--- src/siq_pkg.sv ---
// ----------------------------------------------------------------------------
// siq_pkg
// Shared types, sizes and helpers for the sorted-list priority queue.
// ----------------------------------------------------------------------------
package siq_pkg;

   // Sizes
   localparam int QUEUE_DEPTH   = 16;
   localparam int PRIORITY_BITS = 10;
   localparam int TAG_BITS      = 16;
   localparam int ADDR_BITS     = (QUEUE_DEPTH > 1) ? $clog2(QUEUE_DEPTH) : 1;
   localparam int COUNT_BITS    = $clog2(QUEUE_DEPTH + 1);
   localparam int SUM_BITS      = COUNT_BITS + 1;

   // Operation codes
   localparam logic OP_PUSH = 1'b0;
   localparam logic OP_POP  = 1'b1;

   // Status codes carried in each result word
   typedef enum logic [1:0] {
      STATUS_OK        = 2'd0,
      STATUS_POP_EMPTY = 2'd1,
      STATUS_PUSH_FULL = 2'd2
   } siq_status_type;

   // One stored queue entry
   typedef struct packed {
      logic [PRIORITY_BITS-1:0] prio;
      logic [TAG_BITS-1:0]      tag;
   } siq_entry_type;

   // One result word
   typedef struct packed {
      siq_status_type           status;
      siq_entry_type            popped;
      logic                     head_valid;
      siq_entry_type            head;
      logic [COUNT_BITS-1:0]    entry_count;
   } siq_result_type;

   // Physical slot of a list position, with the head at base (ring buffer).
   // base + offs stays below twice the depth, so one subtract wraps it.
   function automatic logic [ADDR_BITS-1:0] slot_addr(
      input logic [ADDR_BITS-1:0]  base,
      input logic [COUNT_BITS-1:0] offs
   );
      logic [SUM_BITS-1:0] sum;
      sum = SUM_BITS'(base) + SUM_BITS'(offs);
      if (sum >= SUM_BITS'(QUEUE_DEPTH)) begin
         sum = sum - SUM_BITS'(QUEUE_DEPTH);
      end
      return sum[ADDR_BITS-1:0];
   endfunction

endpackage

--- src/siq_if.sv ---
// ----------------------------------------------------------------------------
// siq_req_if / siq_rsp_if
// Valid/ready channels for request words and result words.
// ----------------------------------------------------------------------------
interface siq_req_if import siq_pkg::*; ();
   logic                     valid;
   logic                     ready;
   logic                     op;
   logic [PRIORITY_BITS-1:0] new_priority;
   logic [TAG_BITS-1:0]      new_tag;

   modport source (output valid, output op, output new_priority, output new_tag,
                   input ready);
   modport sink   (input valid, input op, input new_priority, input new_tag,
                   output ready);
endinterface

interface siq_rsp_if import siq_pkg::*; ();
   logic                     valid;
   logic                     ready;
   logic [1:0]               status;
   logic [PRIORITY_BITS-1:0] popped_priority;
   logic [TAG_BITS-1:0]      popped_tag;
   logic                     head_valid;
   logic [PRIORITY_BITS-1:0] head_priority;
   logic [TAG_BITS-1:0]      head_tag;
   logic [COUNT_BITS-1:0]    entry_count;

   modport source (output valid, output status, output popped_priority,
                   output popped_tag, output head_valid, output head_priority,
                   output head_tag, output entry_count, input ready);
   modport sink   (input valid, input status, input popped_priority,
                   input popped_tag, input head_valid, input head_priority,
                   input head_tag, input entry_count, output ready);
endinterface

--- src/siq_engine.sv ---
// ----------------------------------------------------------------------------
// siq_engine
// Sequencer and slot memory. The list sits in a ring buffer; a pop moves the
// head pointer, a push walks back from the tail moving entries up one slot.
// ----------------------------------------------------------------------------
module siq_engine import siq_pkg::*; (
   input  logic           clock,
   input  logic           reset,
   siq_req_if.sink        req_ch,
   input  logic           out_free,
   output logic           done,
   output siq_result_type result
);

   typedef enum logic [2:0] {
      ST_IDLE,
      ST_SHIFT,
      ST_PUT_HEAD,
      ST_POP_LOAD,
      ST_FINISH
   } state_type;

   state_type              state_ff, state_in;
   logic [ADDR_BITS-1:0]   head_ptr_ff, head_ptr_in;
   logic [COUNT_BITS-1:0]  fill_ff, fill_in;
   logic [COUNT_BITS-1:0]  k_ff, k_in;
   siq_entry_type          head_ff, head_in;
   siq_entry_type          new_ff, new_in;
   siq_entry_type          popped_ff, popped_in;
   siq_status_type         status_ff, status_in;

   // Slot memory, one write and one registered read per cycle
   siq_entry_type          mem [QUEUE_DEPTH];
   siq_entry_type          rd_data_ff;
   logic [ADDR_BITS-1:0]   rd_addr;
   logic                   wr_en;
   logic [ADDR_BITS-1:0]   wr_addr;
   siq_entry_type          wr_data;

   always_ff @(posedge clock) begin
      if (wr_en) begin
         mem[wr_addr] <= wr_data;
      end
      rd_data_ff <= mem[rd_addr];
   end

   assign req_ch.ready = (state_ff == ST_IDLE);

   // Next-state and memory control
   always_comb begin
      state_in    = state_ff;
      head_ptr_in = head_ptr_ff;
      fill_in     = fill_ff;
      k_in        = k_ff;
      head_in     = head_ff;
      new_in      = new_ff;
      popped_in   = popped_ff;
      status_in   = status_ff;
      rd_addr     = head_ptr_ff;
      wr_en       = 1'b0;
      wr_addr     = slot_addr(head_ptr_ff, k_ff);
      wr_data     = new_ff;
      done        = 1'b0;

      unique case (state_ff)
         ST_IDLE: begin
            if (req_ch.valid) begin
               new_in    = '{prio: req_ch.new_priority, tag: req_ch.new_tag};
               popped_in = '0;
               status_in = STATUS_OK;
               if (req_ch.op == OP_POP) begin
                  if (fill_ff == '0) begin
                     status_in = STATUS_POP_EMPTY;
                     state_in  = ST_FINISH;
                  end else begin
                     // take the head, fetch the next one
                     popped_in   = head_ff;
                     head_ptr_in = slot_addr(head_ptr_ff, COUNT_BITS'(1));
                     fill_in     = fill_ff - COUNT_BITS'(1);
                     rd_addr     = slot_addr(head_ptr_ff, COUNT_BITS'(1));
                     state_in    = (fill_ff == COUNT_BITS'(1)) ? ST_FINISH : ST_POP_LOAD;
                  end
               end else begin
                  if (fill_ff == COUNT_BITS'(QUEUE_DEPTH)) begin
                     status_in = STATUS_PUSH_FULL;
                     state_in  = ST_FINISH;
                  end else if (fill_ff == '0) begin
                     wr_en    = 1'b1;
                     wr_addr  = head_ptr_ff;
                     wr_data  = new_in;
                     head_in  = new_in;
                     fill_in  = COUNT_BITS'(1);
                     state_in = ST_FINISH;
                  end else begin
                     // start the walk from the tail
                     fill_in  = fill_ff + COUNT_BITS'(1);
                     k_in     = fill_ff;
                     rd_addr  = slot_addr(head_ptr_ff, fill_ff - COUNT_BITS'(1));
                     state_in = ST_SHIFT;
                  end
               end
            end
         end

         ST_SHIFT: begin
            wr_en = 1'b1;
            if (k_ff == COUNT_BITS'(1)) begin
               // next to the head: decide on the cached head copy
               if (head_ff.prio > new_ff.prio) begin
                  wr_data  = head_ff;
                  state_in = ST_PUT_HEAD;
               end else begin
                  state_in = ST_FINISH;
               end
            end else if (rd_data_ff.prio >= new_ff.prio) begin
               // move entry k-1 up and read the one below it
               wr_data  = rd_data_ff;
               k_in     = k_ff - COUNT_BITS'(1);
               rd_addr  = slot_addr(head_ptr_ff, k_ff - COUNT_BITS'(2));
            end else begin
               state_in = ST_FINISH;
            end
         end

         ST_PUT_HEAD: begin
            wr_en    = 1'b1;
            wr_addr  = head_ptr_ff;
            head_in  = new_ff;
            state_in = ST_FINISH;
         end

         ST_POP_LOAD: begin
            head_in  = rd_data_ff;
            state_in = ST_FINISH;
         end

         ST_FINISH: begin
            done = out_free;
            if (out_free) begin
               state_in = ST_IDLE;
            end
         end

         default: begin
            state_in = ST_IDLE;
         end
      endcase
   end

   // Result word
   always_comb begin
      result.status      = status_ff;
      result.popped      = popped_ff;
      result.head_valid  = (fill_ff != '0);
      result.head        = (fill_ff != '0) ? head_ff : '0;
      result.entry_count = fill_ff;
   end

   // State and registers
   always_ff @(posedge clock) begin
      if (reset) begin
         state_ff    <= ST_IDLE;
         head_ptr_ff <= '0;
         fill_ff     <= '0;
      end else begin
         state_ff    <= state_in;
         head_ptr_ff <= head_ptr_in;
         fill_ff     <= fill_in;
      end
      k_ff      <= k_in;
      head_ff   <= head_in;
      new_ff    <= new_in;
      popped_ff <= popped_in;
      status_ff <= status_in;
   end

endmodule

--- src/sorted_insert_priority_queue_core.sv ---
// ----------------------------------------------------------------------------
// sorted_insert_priority_queue_core
// Min-first priority queue of QUEUE_DEPTH entries held as a sorted list.
//
// req_ch carries one request word: op (push or pop), new_priority, new_tag.
// rsp_ch returns one result word per request: status, the popped entry, the
// head entry and the entry count after the operation.
// One request is worked on at a time. A pop with entries left over reads
// one slot for the new head. A push into an empty queue writes the head
// slot directly; otherwise it walks back from the tail, one entry moved
// up per cycle through the slot memory, until the new entry has its place.
// The next request is taken the cycle after the result enters the output
// register, so the output may hold a word while the next one is processed.
// Reset empties the queue at once; slot contents are not cleared.
// While the receiver stalls, the output register holds its word and the
// engine waits with the following result until that word is taken.
// ----------------------------------------------------------------------------
module sorted_insert_priority_queue_core import siq_pkg::*; (
   input  logic       clock,
   input  logic       reset,
   siq_req_if.sink    req_ch,
   siq_rsp_if.source  rsp_ch
);

   logic           done;
   logic           out_free;
   siq_result_type result;

   logic           rsp_valid_ff, rsp_valid_in;
   siq_result_type rsp_data_ff, rsp_data_in;

   siq_engine u_engine (
      .clock    (clock),
      .reset    (reset),
      .req_ch   (req_ch),
      .out_free (out_free),
      .done     (done),
      .result   (result)
   );

   // Output register: free when empty or being taken this cycle
   assign out_free = !rsp_valid_ff || rsp_ch.ready;

   always_comb begin
      rsp_valid_in = rsp_valid_ff;
      rsp_data_in  = rsp_data_ff;
      if (done) begin
         rsp_valid_in = 1'b1;
         rsp_data_in  = result;
      end else if (rsp_ch.ready) begin
         rsp_valid_in = 1'b0;
      end
   end

   always_ff @(posedge clock) begin
      if (reset) begin
         rsp_valid_ff <= 1'b0;
      end else begin
         rsp_valid_ff <= rsp_valid_in;
      end
      rsp_data_ff <= rsp_data_in;
   end

   // Drive the result channel
   assign rsp_ch.valid           = rsp_valid_ff;
   assign rsp_ch.status          = rsp_data_ff.status;
   assign rsp_ch.popped_priority = rsp_data_ff.popped.prio;
   assign rsp_ch.popped_tag      = rsp_data_ff.popped.tag;
   assign rsp_ch.head_valid      = rsp_data_ff.head_valid;
   assign rsp_ch.head_priority   = rsp_data_ff.head.prio;
   assign rsp_ch.head_tag        = rsp_data_ff.head.tag;
   assign rsp_ch.entry_count     = rsp_data_ff.entry_count;

endmodule
--- src/flat_wrapper.sv ---
// flat-port wrapper written by rule: the top's interface ports become plain ports
module sorted_insert_priority_queue_core_flat import siq_pkg::*;
  (clock, reset, req_ch_valid, req_ch_op, req_ch_new_priority, req_ch_new_tag, req_ch_ready, rsp_ch_valid, rsp_ch_status, rsp_ch_popped_priority, rsp_ch_popped_tag, rsp_ch_head_valid, rsp_ch_head_priority, rsp_ch_head_tag, rsp_ch_entry_count, rsp_ch_ready);
  siq_req_if req_ch_i ();
  siq_rsp_if rsp_ch_i ();
  input  logic clock;
  input  logic reset;
  input wire logic [$bits(req_ch_i.valid)-1:0] req_ch_valid;
  input wire logic [$bits(req_ch_i.op)-1:0] req_ch_op;
  input wire logic [$bits(req_ch_i.new_priority)-1:0] req_ch_new_priority;
  input wire logic [$bits(req_ch_i.new_tag)-1:0] req_ch_new_tag;
  output wire logic [$bits(req_ch_i.ready)-1:0] req_ch_ready;
  output wire logic [$bits(rsp_ch_i.valid)-1:0] rsp_ch_valid;
  output wire logic [$bits(rsp_ch_i.status)-1:0] rsp_ch_status;
  output wire logic [$bits(rsp_ch_i.popped_priority)-1:0] rsp_ch_popped_priority;
  output wire logic [$bits(rsp_ch_i.popped_tag)-1:0] rsp_ch_popped_tag;
  output wire logic [$bits(rsp_ch_i.head_valid)-1:0] rsp_ch_head_valid;
  output wire logic [$bits(rsp_ch_i.head_priority)-1:0] rsp_ch_head_priority;
  output wire logic [$bits(rsp_ch_i.head_tag)-1:0] rsp_ch_head_tag;
  output wire logic [$bits(rsp_ch_i.entry_count)-1:0] rsp_ch_entry_count;
  input wire logic [$bits(rsp_ch_i.ready)-1:0] rsp_ch_ready;
  assign req_ch_i.valid = req_ch_valid;
  assign req_ch_i.op = req_ch_op;
  assign req_ch_i.new_priority = req_ch_new_priority;
  assign req_ch_i.new_tag = req_ch_new_tag;
  assign req_ch_ready = req_ch_i.ready;
  assign rsp_ch_valid = rsp_ch_i.valid;
  assign rsp_ch_status = rsp_ch_i.status;
  assign rsp_ch_popped_priority = rsp_ch_i.popped_priority;
  assign rsp_ch_popped_tag = rsp_ch_i.popped_tag;
  assign rsp_ch_head_valid = rsp_ch_i.head_valid;
  assign rsp_ch_head_priority = rsp_ch_i.head_priority;
  assign rsp_ch_head_tag = rsp_ch_i.head_tag;
  assign rsp_ch_entry_count = rsp_ch_i.entry_count;
  assign rsp_ch_i.ready = rsp_ch_ready;
  sorted_insert_priority_queue_core u_core (.clock(clock), .reset(reset), .req_ch(req_ch_i), .rsp_ch(rsp_ch_i));
endmodule
--- config.mk ---
export PLATFORM = sky130hd
export DESIGN_NAME = sorted_insert_priority_queue_core_flat
export DESIGN_NICKNAME = d
export VERILOG_FILES = /design/src/siq_pkg.sv /design/src/siq_if.sv /design/src/siq_engine.sv /design/src/sorted_insert_priority_queue_core.sv /design/src/flat_wrapper.sv
export SDC_FILE = /design/constraint.sdc
export NUM_CORES = 1
export LEC_CHECK = 0
export ABC_AREA = 0
export BUFFER_PORTS_ARGS = -buffer_cell sky130_fd_sc_hd__buf_2
export CAP_MARGIN = 10
export CORE_MARGIN = 2
export CORE_UTILIZATION = 60
export DETAILED_ROUTE_END_ITERATION = 10
export PLACE_DENSITY = 0.78
export SYNTH_ARGS = -nofsm -noshare
export SYNTH_HDL_FRONTEND = slang
export SYNTH_SLANG_ARGS = --single-unit
--- constraint.sdc ---
create_clock -name clock -period 4.9 [get_ports clock]
set_clock_uncertainty 0.15 [all_clocks]
set_input_delay 0.245 -clock clock [delete_from_list [all_inputs] [get_ports clock]]
set_output_delay 0.245 -clock clock [all_outputs]
set_load 0.1 [all_outputs]
==> impl_metrics.toml <==
[sta]
relSlewSlack = 0.281
tightestPinTransition_ns = 1.08
fmax_mhz = 230
hold_violations = 0
setup_viol_count_final = 0
period_minus_slack_ns = 4.36
finalMaxSlewViolations = 0
rsz0062_at_grt = "no"
fin_crit_sh = 0.889
setup_tns_ns = 0

[critical_path]
rr_startpoint = "u_core.u_engine.new_ff[20]$_DFFE_PP_"
path_class = "register to register"
start_kind = "register"
worstPathMaxFanout = 17
crit_path_end_kind = "register"
cp.required_ns = 5.22
path_cells = "inv_1, ha_1, a21oi_1, a211oi_1, nor3_1, a21boi_4, a221oi_4, buf_12, mux4_2, a22o_1, or3_1"
worst_path_max_delay_cell = "a221oi_4"
crit_path_start = "u_core.u_engine.new_ff[20]$_DFFE_PP_"
cp_data_arrival_time_ns = 4.68
max_stage_delay_ns = 0.84

[global_route]
antenna_found_initial = 0
first_global_vias = 14100
grt_max_degree = 57
grt_use_total = 0.272
grt_pass1_wl_mm = 84.4
grt.overflow.total = 0

[die]
die_h_um = 205
io_pins = 93
initial_core_util = 0.610
num_rows = 73
fp.dieW_um = 205
core_um2 = 39900
die_area_um2 = 42200

[clocking]
clock_latency_ns = 0.62
cts_tree = "built"
clock-sinks = 600
cts_root_buf = "clkbuf_16"
cts_setup_buffers = 0
cts-htree-levels = 2
cts.reportedPaths.clkPinSlew_ns = 0.06
cts_buffers = 55
clockBufferDepth = 3

[pwr]
power.density_nw_per_um2 = 687
p_leak_nw = 10.4
design_power_total_w = 0.0192
ir_drop_v = 0.000346

[job]
cap_violations = 0

[route]
vias = 14300
drt_iter0_drc = 1634
postRouteAntennaNets = 0
drt_wl_total_mm = 56.8
drc = 0
first_pass_iters = 7
vias_per_cell = 6.45
wl_per_cell_um = 25.5

[layout]
drive_gt1_frac = 0.201
utilization = 0.698
antenna-diode-count = 0
final_cell_count_no_fill = 2225
area_delta_synth_final_pct = 14.5
nNetsFinal = 1726

[worst_hold_path]
hp-class = "input pin to register"
min-delay-start = "req_ch_op"

[synthesis]
post_synth.cell_area_avg_um2 = 16.4
synth_top_cell_by_area = "edfxtp_1"
synth_async_sr_flop_share = 0
ys_seq_area_frac = 0.724
ys.warnings.count = 0
synth_common_cells = "edfxtp_1, mux2i_1, o21ai_0"
syn_area_um2 = 24300
synth_top_cells_by_area = "edfxtp_1, mux2i_1, mux4_2"
synth_top_cell_area_share = 0.692
synthesis.nets = 1556
synth.most_common_cell = "edfxtp_1"
yosys_register_bits = 600
synth_cells = 1485
synth_edf_count = 561
ys.flop_type = "edfxtp_1"
synth.distinct_cells = 65

[placed_design]
dp_hpwl_mm = 31.7
globalplace.congestion = 0.879
dp.cells = 2093
io_buffers = 92

[outcome]
status = "finished, final reports clean"
[repair_timing]
action / 4_1_cts / 5_1_grt
endpoints found under the hold margin: 65 / 0
hold buffers: 29 / 0
resized for setup: 0 / 0
[through the flow]
stage | instance area [um2] | hold WS [ns] | worst slack, ns
3_3_place_gp | 25800 | 0.251 | 0.764
2_1_floorplan | 24300 | 0.167 | 0.0194
6_report | 27900 | 0.109 | 0.544
5_1_grt | 27900 | 0.149 | 0.278
4_1_cts | 27900 | 0.0870 | 0.599
3_5_place_dp | 25800 | 0.257 | 0.612
[kinds of logic (layout without fill, tap and decap cells)]
group | after synthesis | after routing | synth area share
flip-flops | 600 | 600 | 0.724
AO/OA/AOI/OAI | 267 | 267 | 0.0706
AND/OR/NAND/NOR | 262 | 262 | 0.0542
multiplexers | 186 | 186 | 0.103
buffers and inverters | 112 | 327 | 0.0202
adder cells (fa/ha/maj) | 40 | 40 | 0.0215
XOR/XNOR | 18 | 18 | 0.00648
[cell type report]
class,instances,area (um2)
inverter,31,116
tap,525,657
timing repair buffer,194,1400
sequential,600,17600
clock buffer,75,1490
clock inverter,27,279
fill,2364,12000
multi-input combinational,773,6300
[registers in the layout, indices dropped and copies added, names as in the netlist]
| register | count |
|---|---|
| u_core.rsp_ch.entry_count | 5 |
| u_core.u_engine.result | 26 |
| u_core.u_engine.state_ff | 3 |
| u_core.u_engine.head_ff | 26 |
| u_core.rsp_ch.head_priority | 10 |
| u_core.rsp_ch.status | 2 |
| u_core.u_engine.fill_ff | 5 |
| u_core.u_engine.head_ptr_ff | 4 |
| u_core.rsp_ch.head_tag | 16 |
| u_core.rsp_ch.head_valid | 1 |
| u_core.u_engine.new_ff | 26 |
| u_core.u_engine.k_ff | 5 |
| u_core.rsp_ch.valid | 1 |
| u_core.u_engine.status_ff | 2 |
| u_core.u_engine.mem | 416 |
| u_core.rsp_ch.popped_tag | 16 |
| u_core.rsp_ch.popped_priority | 10 |
| u_core.u_engine.rd_data_ff | 26 |
[placed cells by master, fill, tap and decap left out, types with 4 or more instances in the layout]
master / Yosys / final
a211oi_1: 8 / 8
a21o_1: 7 / 7
a21oi_1: 24 / 24
a22o_1: 26 / 26
and2_1: 28 / 28
and3_1: 27 / 27
buf_12: 0 / 8
buf_2: 25 / 92
buf_4: 7 / 65
clkbuf_1: 44 / 16
clkbuf_16: 0 / 55
clkbuf_8: 0 / 4
clkinv_2: 0 / 12
dfxtp_1: 39 / 38
dlygate4sd3_1: 0 / 29
edfxtp_1: 561 / 561
ha_1: 37 / 37
inv_1: 30 / 29
mux2_2: 6 / 6
mux2i_1: 129 / 129
mux4_2: 51 / 51
nand2_1: 78 / 78
nand2b_1: 7 / 7
nand3_1: 13 / 13
nor2_1: 52 / 34
nor2_2: 2 / 19
nor3_1: 8 / 7
o21ai_0: 87 / 87
o22ai_1: 77 / 77
or3_1: 27 / 27
xnor2_1: 11 / 11
xor2_1: 7 / 7
[report_power, final]
group / leakage, nW / switching, W / internal, W
clock network: 0.860 / 0.00187 / 0.00231
logic: 4.07 / 0.00473 / 0.00235
registers: 5.45 / 0.000515 / 0.00738
total: 10.4 / 0.00711 / 0.0120
[final timing paths]
check | end | slack, ns | depth (start not counted)
setup / recovery | u_core.u_engine.rd_data_ff[22]$_DFF_P_ | 0.54 | 11
hold / removal | u_core.u_engine.fill_ff[0]$_SDFFE_PP0P_ | 0.11 | 4
setup reg to reg | u_core.u_engine.rd_data_ff[22]$_DFF_P_ | 0.54 | 11
hold reg to reg | u_core.rsp_ch.popped_tag[12]$_DFFE_PP_ | 0.27 | 0
[routing by layer]
metal	vias to the layer above	wire, um	part of all wire	track usage
met1	7161	22000	0.39	0.376
met5	-	0	0	0
met4	0	1810	0.032	0.0984
li1	6172	-	-	-
met3	146	5950	0.10	0.0496
met2	867	27100	0.48	0.439
[critical path: cells and delay by family (launching register included)]
kind,cells,cell delay [ns]
adders and majority gates,1,0.26
AOI/OAI and AO/OA,5,1.53
buffers and inverters,2,0.41
muxes,1,0.52
DFF,1,0.43
and+or+nand+nor,2,0.93
Power figures use the tool's default switching activity.
